### src/rtl/bse_pkg.sv
`default_nettype none
// ----------------------------------------------------------------------------
// bse_pkg
// Types, constants and the header byte table of the 24-bit BMP stream encoder.
// ----------------------------------------------------------------------------
package bse_pkg;

  localparam int unsigned SAMPLE_W   = 18;
  localparam int unsigned DIM_W      = 13;
  localparam int unsigned CFG_IDX_W  = 2;
  localparam int unsigned FIFO_DEPTH = 4;
  localparam int unsigned FIFO_PTR_W = 2;
  localparam int unsigned FIFO_CNT_W = 3;

  // configuration register indexes
  localparam logic [CFG_IDX_W-1:0] CFG_IMAGE_WIDTH  = 2'd0;
  localparam logic [CFG_IDX_W-1:0] CFG_IMAGE_HEIGHT = 2'd1;

  localparam logic [DIM_W-1:0] WIDTH_RESET  = 13'd640;
  localparam logic [DIM_W-1:0] HEIGHT_RESET = 13'd480;

  // header fields
  localparam logic [15:0] BMP_MAGIC   = 16'h4d42;
  localparam logic [31:0] PIX_OFFSET  = 32'd54;
  localparam logic [31:0] INFO_SIZE   = 32'd40;
  localparam logic [15:0] PLANES      = 16'd1;
  localparam logic [15:0] BIT_COUNT   = 16'd24;
  localparam logic [5:0]  HDR_LAST    = 6'd53;

  localparam logic [16:0] UNIT_ONE    = 17'h10000;
  localparam logic [7:0]  BYTE_FULL   = 8'hff;

  // one classified sample waiting for the back end
  typedef struct packed {
    logic       hdr;
    logic [7:0] data;
    logic [1:0] pad;
    logic       frame_end;
  } entry_t;

  // frame geometry in use
  typedef struct packed {
    logic [DIM_W-1:0] width;
    logic [DIM_W-1:0] height;
    logic [31:0]      img_len;
  } geom_t;

  typedef enum logic [1:0] {
    BK_START,
    BK_HEAD,
    BK_DATA,
    BK_PAD
  } bk_state_t;

  // byte idx of the 54-byte little-endian file header
  function automatic logic [7:0] hdr_byte(input logic [5:0] idx, input geom_t g);
    logic [31:0]  fsz;
    logic [31:0]  neg_h;
    logic [431:0] hv;
    logic [8:0]   bit_pos;
    fsz     = PIX_OFFSET + g.img_len;
    neg_h   = 32'd0 - {19'd0, g.height};
    hv      = {128'd0, g.img_len, 32'd0, BIT_COUNT, PLANES, neg_h,
               {19'd0, g.width}, INFO_SIZE, PIX_OFFSET, 32'd0, fsz, BMP_MAGIC};
    bit_pos = {idx, 3'b000};
    return hv[bit_pos +: 8];
  endfunction

endpackage
`default_nettype wire

### src/rtl/bse_if.sv
`default_nettype none
// ----------------------------------------------------------------------------
// bse channel interfaces
// Valid/ready channels for samples, output bytes and register writes.
// ----------------------------------------------------------------------------
interface bse_in_if;
  import bse_pkg::*;
  logic                       valid;
  logic                       ready;
  logic signed [SAMPLE_W-1:0] sample_value;
  modport source (output valid, output sample_value, input ready);
  modport sink   (input valid, input sample_value, output ready);
endinterface

interface bse_out_if;
  logic       valid;
  logic       ready;
  logic [7:0] out_byte;
  logic       run_last;
  logic       file_end;
  modport source (output valid, output out_byte, output run_last, output file_end,
                  input ready);
  modport sink   (input valid, input out_byte, input run_last, input file_end,
                  output ready);
endinterface

interface bse_cfg_if;
  import bse_pkg::*;
  logic                 valid;
  logic                 ready;
  logic [CFG_IDX_W-1:0] index;
  logic [DIM_W-1:0]     data;
  modport source (output valid, output index, output data, input ready);
  modport sink   (input valid, input index, input data, output ready);
endinterface
`default_nettype wire

### src/rtl/bmp24_stream_encoder.sv
`default_nettype none
// ----------------------------------------------------------------------------
// bmp24_stream_encoder
// Streams a 24-bit top-down BMP file from B,G,R channel samples.
// ----------------------------------------------------------------------------
// Each accepted sample (signed, 16 fraction bits) becomes one byte, clamped to
// 0..255 as floor(255*v). The first sample of a frame is preceded by the
// 54-byte header, and the last sample of each row is followed by 0..3 zero
// pad bytes. The byte sequencer in the back end emits one byte per cycle into
// the output register unless out_ch.ready stalls it; a sample yields one byte,
// plus header bytes at frame start and pad bytes at row end. A four-entry queue
// lets samples keep arriving while header or pad bytes drain. A sample's first
// byte goes through the queue, then the output register. Register writes are
// taken at any time but must only be issued while no bytes are outstanding.
// ----------------------------------------------------------------------------
module bmp24_stream_encoder #(
  parameter int unsigned MAX_WIDTH  = 4096,
  parameter int unsigned MAX_HEIGHT = 4096
) (
  input  wire logic clk,
  input  wire logic rst_n,
  bse_in_if.sink    in_ch,
  bse_out_if.source out_ch,
  bse_cfg_if.sink   cfg_ch
);
  import bse_pkg::*;

  logic   push;
  logic   pop;
  logic   fifo_full;
  logic   fifo_empty;
  entry_t push_entry;
  entry_t head;
  geom_t  geom;

  bse_front #(
    .MAX_WIDTH  (MAX_WIDTH),
    .MAX_HEIGHT (MAX_HEIGHT)
  ) u_front (
    .clk        (clk),
    .rst_n      (rst_n),
    .in_ch      (in_ch),
    .cfg_ch     (cfg_ch),
    .fifo_full  (fifo_full),
    .push       (push),
    .push_entry (push_entry),
    .geom       (geom)
  );

  bse_fifo u_fifo (
    .clk      (clk),
    .rst_n    (rst_n),
    .push     (push),
    .wr_entry (push_entry),
    .full     (fifo_full),
    .pop      (pop),
    .rd_entry (head),
    .empty    (fifo_empty)
  );

  bse_back u_back (
    .clk    (clk),
    .rst_n  (rst_n),
    .head   (head),
    .empty  (fifo_empty),
    .geom   (geom),
    .pop    (pop),
    .out_ch (out_ch)
  );

  // end of file is always the last byte of its sample
  a_fend_last: assert property (@(posedge clk) disable iff (!rst_n)
    out_ch.valid && out_ch.file_end |-> out_ch.run_last)
    else $error("file_end without run_last");

  a_pop_nonempty: assert property (@(posedge clk) disable iff (!rst_n)
    pop |-> !fifo_empty)
    else $error("queue popped while empty");

  a_push_room: assert property (@(posedge clk) disable iff (!rst_n)
    push |-> in_ch.ready && !fifo_full)
    else $error("sample taken into a full queue");

  a_reset_idle: assert property (@(posedge clk)
    !rst_n |=> !out_ch.valid)
    else $error("output valid right after reset");

endmodule
`default_nettype wire

### src/rtl/bse_front.sv
`default_nettype none
// ----------------------------------------------------------------------------
// bse_front
// Holds the registers and frame counters, turns each sample into a byte and
// tags it with header, padding and end-of-frame information.
// ----------------------------------------------------------------------------
module bse_front #(
  parameter int unsigned MAX_WIDTH  = 4096,
  parameter int unsigned MAX_HEIGHT = 4096
) (
  input  wire logic          clk,
  input  wire logic          rst_n,
  bse_in_if.sink             in_ch,
  bse_cfg_if.sink            cfg_ch,
  input  wire logic          fifo_full,
  output logic               push,
  output bse_pkg::entry_t    push_entry,
  output bse_pkg::geom_t     geom
);
  import bse_pkg::*;

  logic [DIM_W-1:0] width_r;
  logic [DIM_W-1:0] height_r;
  logic [DIM_W-1:0] eff_w;
  logic [DIM_W-1:0] eff_h;
  logic [14:0]      row_data;
  logic [1:0]       pad;
  logic [14:0]      row_len;
  logic [27:0]      img_prod;
  logic [31:0]      img_len_r;

  logic             hdr_pend_r;
  logic             hdr_pend_nxt;
  logic [13:0]      col_r;
  logic [13:0]      col_nxt;
  logic [DIM_W-1:0] row_r;
  logic [DIM_W-1:0] row_nxt;

  logic [13:0]      col_inc;
  logic [DIM_W-1:0] row_inc;
  logic             row_end;
  logic             frame_end;
  logic [16:0]      mag;
  logic [24:0]      scaled;
  logic [7:0]       sample_byte;

  assign cfg_ch.ready = 1'b1;

  always_ff @(posedge clk) begin
    if (!rst_n) begin
      width_r  <= WIDTH_RESET;
      height_r <= HEIGHT_RESET;
    end else if (cfg_ch.valid) begin
      unique case (cfg_ch.index)
        CFG_IMAGE_WIDTH:  width_r  <= cfg_ch.data;
        CFG_IMAGE_HEIGHT: height_r <= cfg_ch.data;
        default: ;
      endcase
    end
  end

  // clamp to 1..max, zero acts as one
  always_comb begin
    if (width_r == '0) begin
      eff_w = DIM_W'(1);
    end else if (32'(width_r) > 32'(MAX_WIDTH)) begin
      eff_w = DIM_W'(MAX_WIDTH);
    end else begin
      eff_w = width_r;
    end
    if (height_r == '0) begin
      eff_h = DIM_W'(1);
    end else if (32'(height_r) > 32'(MAX_HEIGHT)) begin
      eff_h = DIM_W'(MAX_HEIGHT);
    end else begin
      eff_h = height_r;
    end
  end

  assign row_data = {2'b00, eff_w} + {1'b0, eff_w, 1'b0};
  assign pad      = 2'b00 - row_data[1:0];
  assign row_len  = row_data + {13'd0, pad};
  assign img_prod = 28'(row_len) * 28'(eff_h);

  always_ff @(posedge clk) begin
    img_len_r <= {4'd0, img_prod};
  end

  assign geom.width   = eff_w;
  assign geom.height  = eff_h;
  assign geom.img_len = img_len_r;

  // floor(255 * v) with saturation at both ends
  assign mag    = in_ch.sample_value[16:0];
  assign scaled = {mag, 8'd0} - {8'd0, mag};
  always_comb begin
    if (in_ch.sample_value[SAMPLE_W-1]) begin
      sample_byte = 8'd0;
    end else if (in_ch.sample_value[16:0] > UNIT_ONE) begin
      sample_byte = BYTE_FULL;
    end else begin
      sample_byte = scaled[23:16];
    end
  end

  assign in_ch.ready = !fifo_full;
  assign push        = in_ch.valid && !fifo_full;

  assign col_inc   = col_r + 14'd1;
  assign row_inc   = row_r + DIM_W'(1);
  assign row_end   = {1'b0, col_inc} >= row_data;
  assign frame_end = row_end && (row_inc >= eff_h);

  assign push_entry.hdr       = hdr_pend_r;
  assign push_entry.data      = sample_byte;
  assign push_entry.pad       = row_end ? pad : 2'b00;
  assign push_entry.frame_end = frame_end;

  always_comb begin
    hdr_pend_nxt = hdr_pend_r;
    col_nxt      = col_r;
    row_nxt      = row_r;
    if (push) begin
      hdr_pend_nxt = frame_end;
      if (frame_end) begin
        col_nxt = '0;
        row_nxt = '0;
      end else if (row_end) begin
        col_nxt = '0;
        row_nxt = row_inc;
      end else begin
        col_nxt = col_inc;
      end
    end
  end

  always_ff @(posedge clk) begin
    if (!rst_n) begin
      hdr_pend_r <= 1'b1;
      col_r      <= '0;
      row_r      <= '0;
    end else begin
      hdr_pend_r <= hdr_pend_nxt;
      col_r      <= col_nxt;
      row_r      <= row_nxt;
    end
  end

endmodule
`default_nettype wire

### src/rtl/bse_fifo.sv
`default_nettype none
// ----------------------------------------------------------------------------
// bse_fifo
// Short queue of classified samples between the front and the byte sequencer.
// ----------------------------------------------------------------------------
module bse_fifo (
  input  wire logic            clk,
  input  wire logic            rst_n,
  input  wire logic            push,
  input  wire bse_pkg::entry_t wr_entry,
  output logic                 full,
  input  wire logic            pop,
  output bse_pkg::entry_t      rd_entry,
  output logic                 empty
);
  import bse_pkg::*;

  entry_t                mem_r [FIFO_DEPTH];
  logic [FIFO_PTR_W-1:0] wr_ptr_r;
  logic [FIFO_PTR_W-1:0] rd_ptr_r;
  logic [FIFO_CNT_W-1:0] count_r;

  assign full     = count_r == FIFO_CNT_W'(FIFO_DEPTH);
  assign empty    = count_r == '0;
  assign rd_entry = mem_r[rd_ptr_r];

  always_ff @(posedge clk) begin
    if (push) begin
      mem_r[wr_ptr_r] <= wr_entry;
    end
  end

  always_ff @(posedge clk) begin
    if (!rst_n) begin
      wr_ptr_r <= '0;
      rd_ptr_r <= '0;
      count_r  <= '0;
    end else begin
      if (push) begin
        wr_ptr_r <= wr_ptr_r + FIFO_PTR_W'(1);
      end
      if (pop) begin
        rd_ptr_r <= rd_ptr_r + FIFO_PTR_W'(1);
      end
      case ({push, pop})
        2'b10:   count_r <= count_r + FIFO_CNT_W'(1);
        2'b01:   count_r <= count_r - FIFO_CNT_W'(1);
        default: count_r <= count_r;
      endcase
    end
  end

endmodule
`default_nettype wire

### src/rtl/bse_back.sv
`default_nettype none
// ----------------------------------------------------------------------------
// bse_back
// Byte sequencer: expands each queued sample into header, data and pad bytes
// and drives the registered output channel.
// ----------------------------------------------------------------------------
module bse_back (
  input  wire logic            clk,
  input  wire logic            rst_n,
  input  wire bse_pkg::entry_t head,
  input  wire logic            empty,
  input  wire bse_pkg::geom_t  geom,
  output logic                 pop,
  bse_out_if.source            out_ch
);
  import bse_pkg::*;

  bk_state_t  state_r;
  bk_state_t  state_nxt;
  logic [5:0] idx_r;
  logic [5:0] idx_nxt;
  logic [1:0] pad_r;
  logic [1:0] pad_nxt;

  logic       out_valid_r;
  logic [7:0] byte_r;
  logic       last_r;
  logic       fend_r;

  logic       ld;
  logic [5:0] hsel;
  logic [7:0] hbyte;
  logic [7:0] byte_c;
  logic       last_c;
  logic       fend_c;

  assign ld    = !empty && (!out_valid_r || out_ch.ready);
  assign hsel  = (state_r == BK_HEAD) ? idx_r : 6'd0;
  assign hbyte = hdr_byte(hsel, geom);

  always_comb begin
    state_nxt = state_r;
    idx_nxt   = idx_r;
    pad_nxt   = pad_r;
    pop       = 1'b0;
    byte_c    = 8'd0;
    last_c    = 1'b0;
    fend_c    = 1'b0;
    unique case (state_r) inside
      BK_START, BK_DATA: begin
        if (state_r == BK_START && head.hdr) begin
          byte_c = hbyte;
          if (ld) begin
            state_nxt = BK_HEAD;
            idx_nxt   = 6'd1;
          end
        end else begin
          byte_c = head.data;
          last_c = head.pad == 2'd0;
          fend_c = last_c && head.frame_end;
          if (ld) begin
            if (last_c) begin
              pop       = 1'b1;
              state_nxt = BK_START;
            end else begin
              state_nxt = BK_PAD;
              pad_nxt   = head.pad;
            end
          end
        end
      end
      BK_HEAD: begin
        byte_c = hbyte;
        if (ld) begin
          if (idx_r == HDR_LAST) begin
            state_nxt = BK_DATA;
          end else begin
            idx_nxt = idx_r + 6'd1;
          end
        end
      end
      BK_PAD: begin
        // pad_r counts the zero bytes still owed, this one included
        last_c = pad_r == 2'd1;
        fend_c = last_c && head.frame_end;
        if (ld) begin
          if (last_c) begin
            pop       = 1'b1;
            state_nxt = BK_START;
          end else begin
            pad_nxt = pad_r - 2'd1;
          end
        end
      end
      default: state_nxt = BK_START;
    endcase
  end

  always_ff @(posedge clk) begin
    if (!rst_n) begin
      state_r     <= BK_START;
      idx_r       <= '0;
      pad_r       <= '0;
      out_valid_r <= 1'b0;
    end else begin
      state_r <= state_nxt;
      idx_r   <= idx_nxt;
      pad_r   <= pad_nxt;
      if (ld) begin
        out_valid_r <= 1'b1;
      end else if (out_ch.ready) begin
        out_valid_r <= 1'b0;
      end
    end
  end

  always_ff @(posedge clk) begin
    if (ld) begin
      byte_r <= byte_c;
      last_r <= last_c;
      fend_r <= fend_c;
    end
  end

  assign out_ch.valid    = out_valid_r;
  assign out_ch.out_byte = byte_r;
  assign out_ch.run_last = last_r;
  assign out_ch.file_end = fend_r;

endmodule
`default_nettype wire

### src/flat_wrapper.sv
// flat-port wrapper written by rule: the top's interface ports become plain ports
module bmp24_stream_encoder_flat import bse_pkg::*;
#(
  parameter int unsigned MAX_WIDTH  = 4096,
  parameter int unsigned MAX_HEIGHT = 4096
)
  (clk, rst_n, in_ch_valid, in_ch_sample_value, in_ch_ready, out_ch_valid, out_ch_out_byte, out_ch_run_last, out_ch_file_end, out_ch_ready, cfg_ch_valid, cfg_ch_index, cfg_ch_data, cfg_ch_ready);
  bse_in_if in_ch_i ();
  bse_out_if out_ch_i ();
  bse_cfg_if cfg_ch_i ();
  input  wire logic clk;
  input  wire logic rst_n;
  input wire logic [$bits(in_ch_i.valid)-1:0] in_ch_valid;
  input wire logic [$bits(in_ch_i.sample_value)-1:0] in_ch_sample_value;
  output wire logic [$bits(in_ch_i.ready)-1:0] in_ch_ready;
  output wire logic [$bits(out_ch_i.valid)-1:0] out_ch_valid;
  output wire logic [$bits(out_ch_i.out_byte)-1:0] out_ch_out_byte;
  output wire logic [$bits(out_ch_i.run_last)-1:0] out_ch_run_last;
  output wire logic [$bits(out_ch_i.file_end)-1:0] out_ch_file_end;
  input wire logic [$bits(out_ch_i.ready)-1:0] out_ch_ready;
  input wire logic [$bits(cfg_ch_i.valid)-1:0] cfg_ch_valid;
  input wire logic [$bits(cfg_ch_i.index)-1:0] cfg_ch_index;
  input wire logic [$bits(cfg_ch_i.data)-1:0] cfg_ch_data;
  output wire logic [$bits(cfg_ch_i.ready)-1:0] cfg_ch_ready;
  assign in_ch_i.valid = in_ch_valid;
  assign in_ch_i.sample_value = in_ch_sample_value;
  assign in_ch_ready = in_ch_i.ready;
  assign out_ch_valid = out_ch_i.valid;
  assign out_ch_out_byte = out_ch_i.out_byte;
  assign out_ch_run_last = out_ch_i.run_last;
  assign out_ch_file_end = out_ch_i.file_end;
  assign out_ch_i.ready = out_ch_ready;
  assign cfg_ch_i.valid = cfg_ch_valid;
  assign cfg_ch_i.index = cfg_ch_index;
  assign cfg_ch_i.data = cfg_ch_data;
  assign cfg_ch_ready = cfg_ch_i.ready;
  bmp24_stream_encoder #(.MAX_WIDTH(MAX_WIDTH), .MAX_HEIGHT(MAX_HEIGHT)) u_core (.clk(clk), .rst_n(rst_n), .in_ch(in_ch_i), .out_ch(out_ch_i), .cfg_ch(cfg_ch_i));
endmodule
### config.mk
export PLATFORM = sky130hd
export DESIGN_NAME = bmp24_stream_encoder_flat
export DESIGN_NICKNAME = d
export VERILOG_FILES = /design/src/rtl/bse_pkg.sv /design/src/rtl/bse_if.sv /design/src/rtl/bmp24_stream_encoder.sv /design/src/rtl/bse_front.sv /design/src/rtl/bse_fifo.sv /design/src/rtl/bse_back.sv /design/src/flat_wrapper.sv
export SDC_FILE = /design/constraint.sdc
export NUM_CORES = 1
export LEC_CHECK = 0
export BUFFER_PORTS_ARGS = -buffer_cell sky130_fd_sc_hd__buf_2
export CAP_MARGIN = 0
export CORE_ASPECT_RATIO = 2
export CORE_UTILIZATION = 55
export DETAILED_ROUTE_END_ITERATION = 8
export PLACE_DENSITY = 0.73
export SYNTH_ARGS = -nofsm -noshare
export SYNTH_HDL_FRONTEND = slang
export SYNTH_SLANG_ARGS = --single-unit
export TNS_END_PERCENT = 1
### constraint.sdc
create_clock -name clk -period 8 [get_ports clk]
set_clock_uncertainty 0.1 [all_clocks]
set_input_delay 0 -clock clk [delete_from_list [all_inputs] [get_ports clk]]
set_output_delay 0 -clock clk [all_outputs]
set_load 0.01 [all_outputs]
== Yosys cells after proc, flatten, opt, wreduce, memory -nomap -nowiden ==
Memory sizes are Yosys's and may differ from the RTL's. A register that Yosys moved wholly into a read port is not among the register bits.
Cells that the tools add are included.
Word-level totals
  register bits: 110
  bits in writable memories: 48
  input port bits: 38
  word-level logic and storage cells: 136
  memories: 1
Operators by class
  add/subtract/negate cells: 14
  multipliers: 1
  order comparisons: 5
  equality and inequality tests: 19
  shift operators: 1
  mux-type cells: 51
  reductions and logical operators: 28
Memory list
  u_core.u_fifo.mem_r: words 4, width 12, read ports 1, clocked after memory_dff 1, wr ports 1, line bse_fifo.sv:18  | entry_t mem_r [FIFO_DEPTH];
Operators with widths (count)
  432-bit by 10-bit indexed part select with 8-bit output: 1
  13-bit 2-to-1 mux: 6
  2-bit 2-to-1 mux: 16
  6-bit 2-to-1 mux: 5
  6-bit by 28-bit adder with 29-bit output (first input constant): 1
  15-bit by 13-bit multiplier with 28-bit output: 1
  14-bit 2-to-1 mux: 2
  13-bit greater-than comparator (second input constant): 2
  13-bit logical NOT: 2
  8-bit 2-to-1 mux: 3
  24-bit by 17-bit subtractor with 24-bit output: 1
  17-bit greater-than comparator (second input constant): 1
  2-bit inequality test (second input constant): 8
  8-bit case mux with 2 select lines: 1
  13-bit by 14-bit adder with 15-bit output: 1
  15-bit by 2-bit adder with 15-bit output: 1
  14-bit by 15-bit greater-or-equal comparator with 1-bit output: 1
  14-bit by 1-bit adder with 14-bit output (second input constant): 1
  1-bit by 13-bit subtractor with 14-bit output (first input constant): 1
  13-bit by 1-bit adder with 13-bit output (second input constant): 1
  13-bit greater-or-equal comparator: 1
  6-bit case mux with 2 select lines: 1
  1-bit 2-to-1 mux: 11
  5-bit AND reduction: 2
  other kinds (24): 48

== Longest topological paths before layout ==
  depth in word-level cells: 8
  mapped depth: 34

== By module ==
A second synthesis with hierarchy kept.
Unflattened totals
  cell total of the unflattened synthesis: 1926
  area total of the unflattened synthesis: 16658.5 µm²
By module, submodules not included
  bse_front: times used 1, cells an instance 1402, area each 11544.8 µm²
  bse_back: times used 1, cells an instance 416, area each 2927.8 µm²
  bse_fifo: times used 1, cells an instance 108, area each 2185.8 µm²

== Least setup slack after synthesis ==
OpenSTA, ideal clock, no wires.
  kind: flip-flop to flip-flop
  start point: reg u_core.u_front.width_r[1]
  end point: reg u_core.u_front.img_len_r[26]
  arrival time: 8.084 ns
  data required time: 7.828 ns
  path slack: -0.256 ns
  stages on the path, launching flop included: 34
  period minus slack after synthesis: 8.256 ns
  cell sequence: dfxtp_1 -> nor4_1 -> nand3_1 -> a21oi_1 -> ha_1 -> inv_1 -> fa_1 -> nor2b_1 -> o2111ai_1 -> a311oi_1 -> nor2_1 -> xnor2_1 -> nand4_1 -> xnor2_1 -> buf_2 -> and2_1 -> fa_1 -> inv_1 -> fa_1 -> inv_1 -> fa_1 -> fa_1 -> inv_1 -> fa_1 -> inv_1 -> ha_1 -> a21o_1 -> a21oi_1 -> a2bb2oi_1 -> a31oi_1 -> or3b_2 -> a31o_2 -> a21oi_1 -> xnor2_1
Between the ends
  longest elaborated chain between the ends: 7
RTL lines
  start, declared: line bse_front.sv:22  | logic [DIM_W-1:0] width_r;
  start signal, assigned: line bse_front.sv:55  | CFG_IMAGE_WIDTH: width_r <= cfg_ch.data;
  13-bit greater-than comparator: line bse_front.sv:66  | end else if (32'(width_r) > 32'(MAX_WIDTH)) begin
  13-bit 2-to-1 mux: line bse_front.sv:66
  13-bit 2-to-1 mux (*): line bse_front.sv:64  | if (width_r == '0) begin
  13-bit by 14-bit adder with 15-bit output (*): line bse_front.sv:80  | assign row_data = {2'b00, eff_w} + {1'b0, eff_w, 1'b0};
  1-bit by 2-bit subtractor with 2-bit output: line bse_front.sv:81  | assign pad = 2'b00 - row_data[1:0];
  15-bit by 2-bit adder with 15-bit output (*): line bse_front.sv:82  | assign row_len = row_data + {13'd0, pad};
  15-bit by 13-bit multiplier with 28-bit output (*): line bse_front.sv:83  | assign img_prod = 28'(row_len) * 28'(eff_h);
  via u_core.u_front.img_prod[26]: line bse_front.sv:29  | logic [27:0] img_prod;
  end signal, assigned: line bse_front.sv:86  | img_len_r <= {4'd0, img_prod};
  end, declared: line bse_front.sv:30  | logic [31:0] img_len_r;
The timed path passes the listed nets; every way through them passes the cells marked *.
A chain may end at the register's enable or synchronous reset.

== Final worst setup path ==
  start point: reg u_core.u_front.width_r[2]
  end point: reg u_core.u_front.img_len_r[27]
Same word-level chain as after synthesis.

==> metrics.cfg <==
[worst_setup_path]
slowest_delay_ns=0.57
r2r_slack_ns=-0.04
crit_required_ns=8.25
worstSetupStartpointType=register
path_class=register to register
slowest_stage=fa_2
path_max_fanout=4
crit_arrival_ns=8.29
end_kind=register

[synth]
async_reset_ff_share_pct=0
yosys.area.top_type=fa_1
syn_inst=1840
synth.yosys.seq_area_share_pct=23.7
synth-edff-count=58
syn_area_per_cell_um2=8.64
ys_types=82
yosysTopAreaCellShare_pct=16.5
syn_area_um2=15900
ys_warn_count=0
synth_ff_type=dfxtp_1
ys_ff_latch=159
synthTopCellsByArea=fa_1 (16%), dfxtp_1 (13%), edfxtp_1 (11%)

[cells_and_area]
nNetsFinal=2318
finalCoreUtilization_pct=66.6
n_antenna_cell=0
drive_gt1_share_pct=16.6
syn_to_final_growth_pct=18.4

[sta]
post-route-period-util_pct=100
min_period_ns=8.04
worstMarginPinSlew_ns=1.11
setup_violations=1
fmax_mhz=124
slew_headroom_pct=25.8
hold_viol_final=0
worst_slack_ns=-0.0393
final_max_slew_viol_count=0
setup_tns_ns=-0.0393
rsz0062_at_grt=yes

[routing]
drt_iter0_markers=904
viasPerCell=5.94
drc_errors=0
num_vias=14100
routedWlPerCell_um=20.2
drt-pass1-iter-count=5
antenna_left=0
routed_wirelength_mm=48.0

[placed_design]
gp_congestion=0.978
io_buffer_count=49
hpwlAfterDp_mm=37.4
pre_cts_slack_ns=-0.418

[die]
die_w_um=122
fp.dieH_um=242
rows=87
initial_core_util_pct=56.2
pin_count=51
fp.coreArea_um2=28300
die_area_um2=29600

[pwr]
power_density_nw_per_um2=251
ir_worst_vdd_v=0.000271
p_leak_uw=0.00858

[clocking]
cts_sinks=159
cts_root_buffer=clkbuf_16
numCtsBuffers=17
ctsLongestPathBuffers=2
insertion_delay_ns=0.46
clkTransAtPathRegs_ns=0.08
cts_tree=yes
cts_max_level=4

[flow_run]
maxCapViolCount=0

[status]
outcome=complete, but fails checks
violations=negative setup slack

[global_routing]
gr-total-overflow=0
grt_pass1_vias=14700
grt_max_degree=58
grt_pass1_wl_mm=75.2
grtUsageTotal_pct=33.5
grt_antenna_before_repair=0

[min_path]
hold_path_class=primary input to register

## power by group
part	internal, uW	leakage (uW)	total (uW)	switching [uW]
logic	1230	0.00691	2750	1520
registers	985	0.00136	1120	137
clock network	454	0.000305	861	407
## timing repair
item                       CTS  global route
gates resized for setup     30            67
hold endpoints to repair    59             0
setup endpoints to repair    6            12
hold buffers                26             0
pin swaps                   16            60
buffers inserted             8            10
## critical path: cells and delay by family (launching register included)
family	cells	cell delay, ns
compound gates	11	2.76
flops	1	0.39
simple gates	5	0.73
buf+inv	6	0.62
fa+ha+maj	7	3.12
xor+xnor	1	0.19
## cell families after synthesis
family / Yosys count / synth area share [%]
AO/OA/AOI/OAI: 338 / 14.0
adder cells (fa/ha/maj): 269 / 27.3
AND/OR/NAND/NOR: 633 / 19.0
flip-flops: 159 / 23.7
XOR/XNOR: 103 / 5.77
other: 2 / 0.0472
multiplexers: 31 / 2.93
buffers and inverters: 305 / 7.33
## cell type report
type	instances	area [um2]
fill	2292	9470
tap	356	445
inverter	232	871
timing repair buffer	216	1580
multi-input combinational	1385	11500
clock buffer	17	425
clock inverter	15	205
sequential	159	3760
## worst paths after layout
kind / end / startpoint / cells past startpoint
max: u_core.u_front.img_len_r[27] / u_core.u_front.width_r[2] / 30
max reg2reg: u_core.u_front.img_len_r[27] / u_core.u_front.width_r[2] / 30
min reg2reg: u_core.u_front.col_r[11] / u_core.u_front.col_r[11] / 2
min: u_core.u_fifo.mem_r[3][6] / in_ch_sample_value[11] / 4
## cells in the mapped netlist, drive strengths merged, types with 5 or more instances
master	number
inv	225
nand2	223
nor2	154
ha	138
fa	131
dfxtp	101
a21oi	100
clkbuf	63
o21ai	63
xnor2	62
edfxtp	58
nand3	50
xor2	41
nor2b	38
and3	33
nor3	30
o22ai	25
and2	20
nand2b	20
a21boi	16
a21o	16
o21a	16
mux2i	15
a211oi	14
nand4	13
mux4	12
nand3b	11
or3	11
a31oi	10
buf	10
nor4	10
a22oi	9
a2111oi	8
o211ai	8
clkinv	7
o41ai	6
a211o	5
a221oi	5
o21bai	5
o311ai	5
## cell usage in the layout (no fill, tap or decap), drive strengths merged, types with 50 or more instances in the layout
master	instances
edfxtp	58
inv	232
xnor2	62
a21oi	100
fa	131
ha	138
buf	190
nand2	223
nand3	50
dfxtp	101
o21ai	63
nor2	154
## flip-flops by register name (all words and copies together), names as in the netlist, 3 cells and up, named ones only
signal / cells
u_core.u_front.img_len_r: 27
u_core.u_back.out_ch.out_byte: 8
u_core.u_fifo.mem_r: 48
u_core.u_front.height_r: 13
u_core.u_front.col_r: 14
u_core.u_back.idx_r: 6
u_core.u_fifo.count_r: 3
u_core.u_front.row_r: 13
u_core.u_front.width_r: 13
## layer usage
layer	track usage (%)	vias up	wire length, um
met3	4.92	221	2260
met1	32.8	6782	15900
li1	-	6575	-
met5	0	-	0
met4	27.2	0	4340
met2	60.5	567	25500
## per-stage QoR
stage,cell area (um2),total power [uW],instances,hold slack [ns]
after floorplan,16000,2590,1849,0.0240
after global routing,18800,5030,2380,0.0302
after CTS,18400,4430,2371,0.0144
final,18800,4730,2380,0.0269
after global placement,17300,3330,2305,0.139
after detailed placement,17300,3400,2305,0.142
Power figures use the tool's default switching activity.
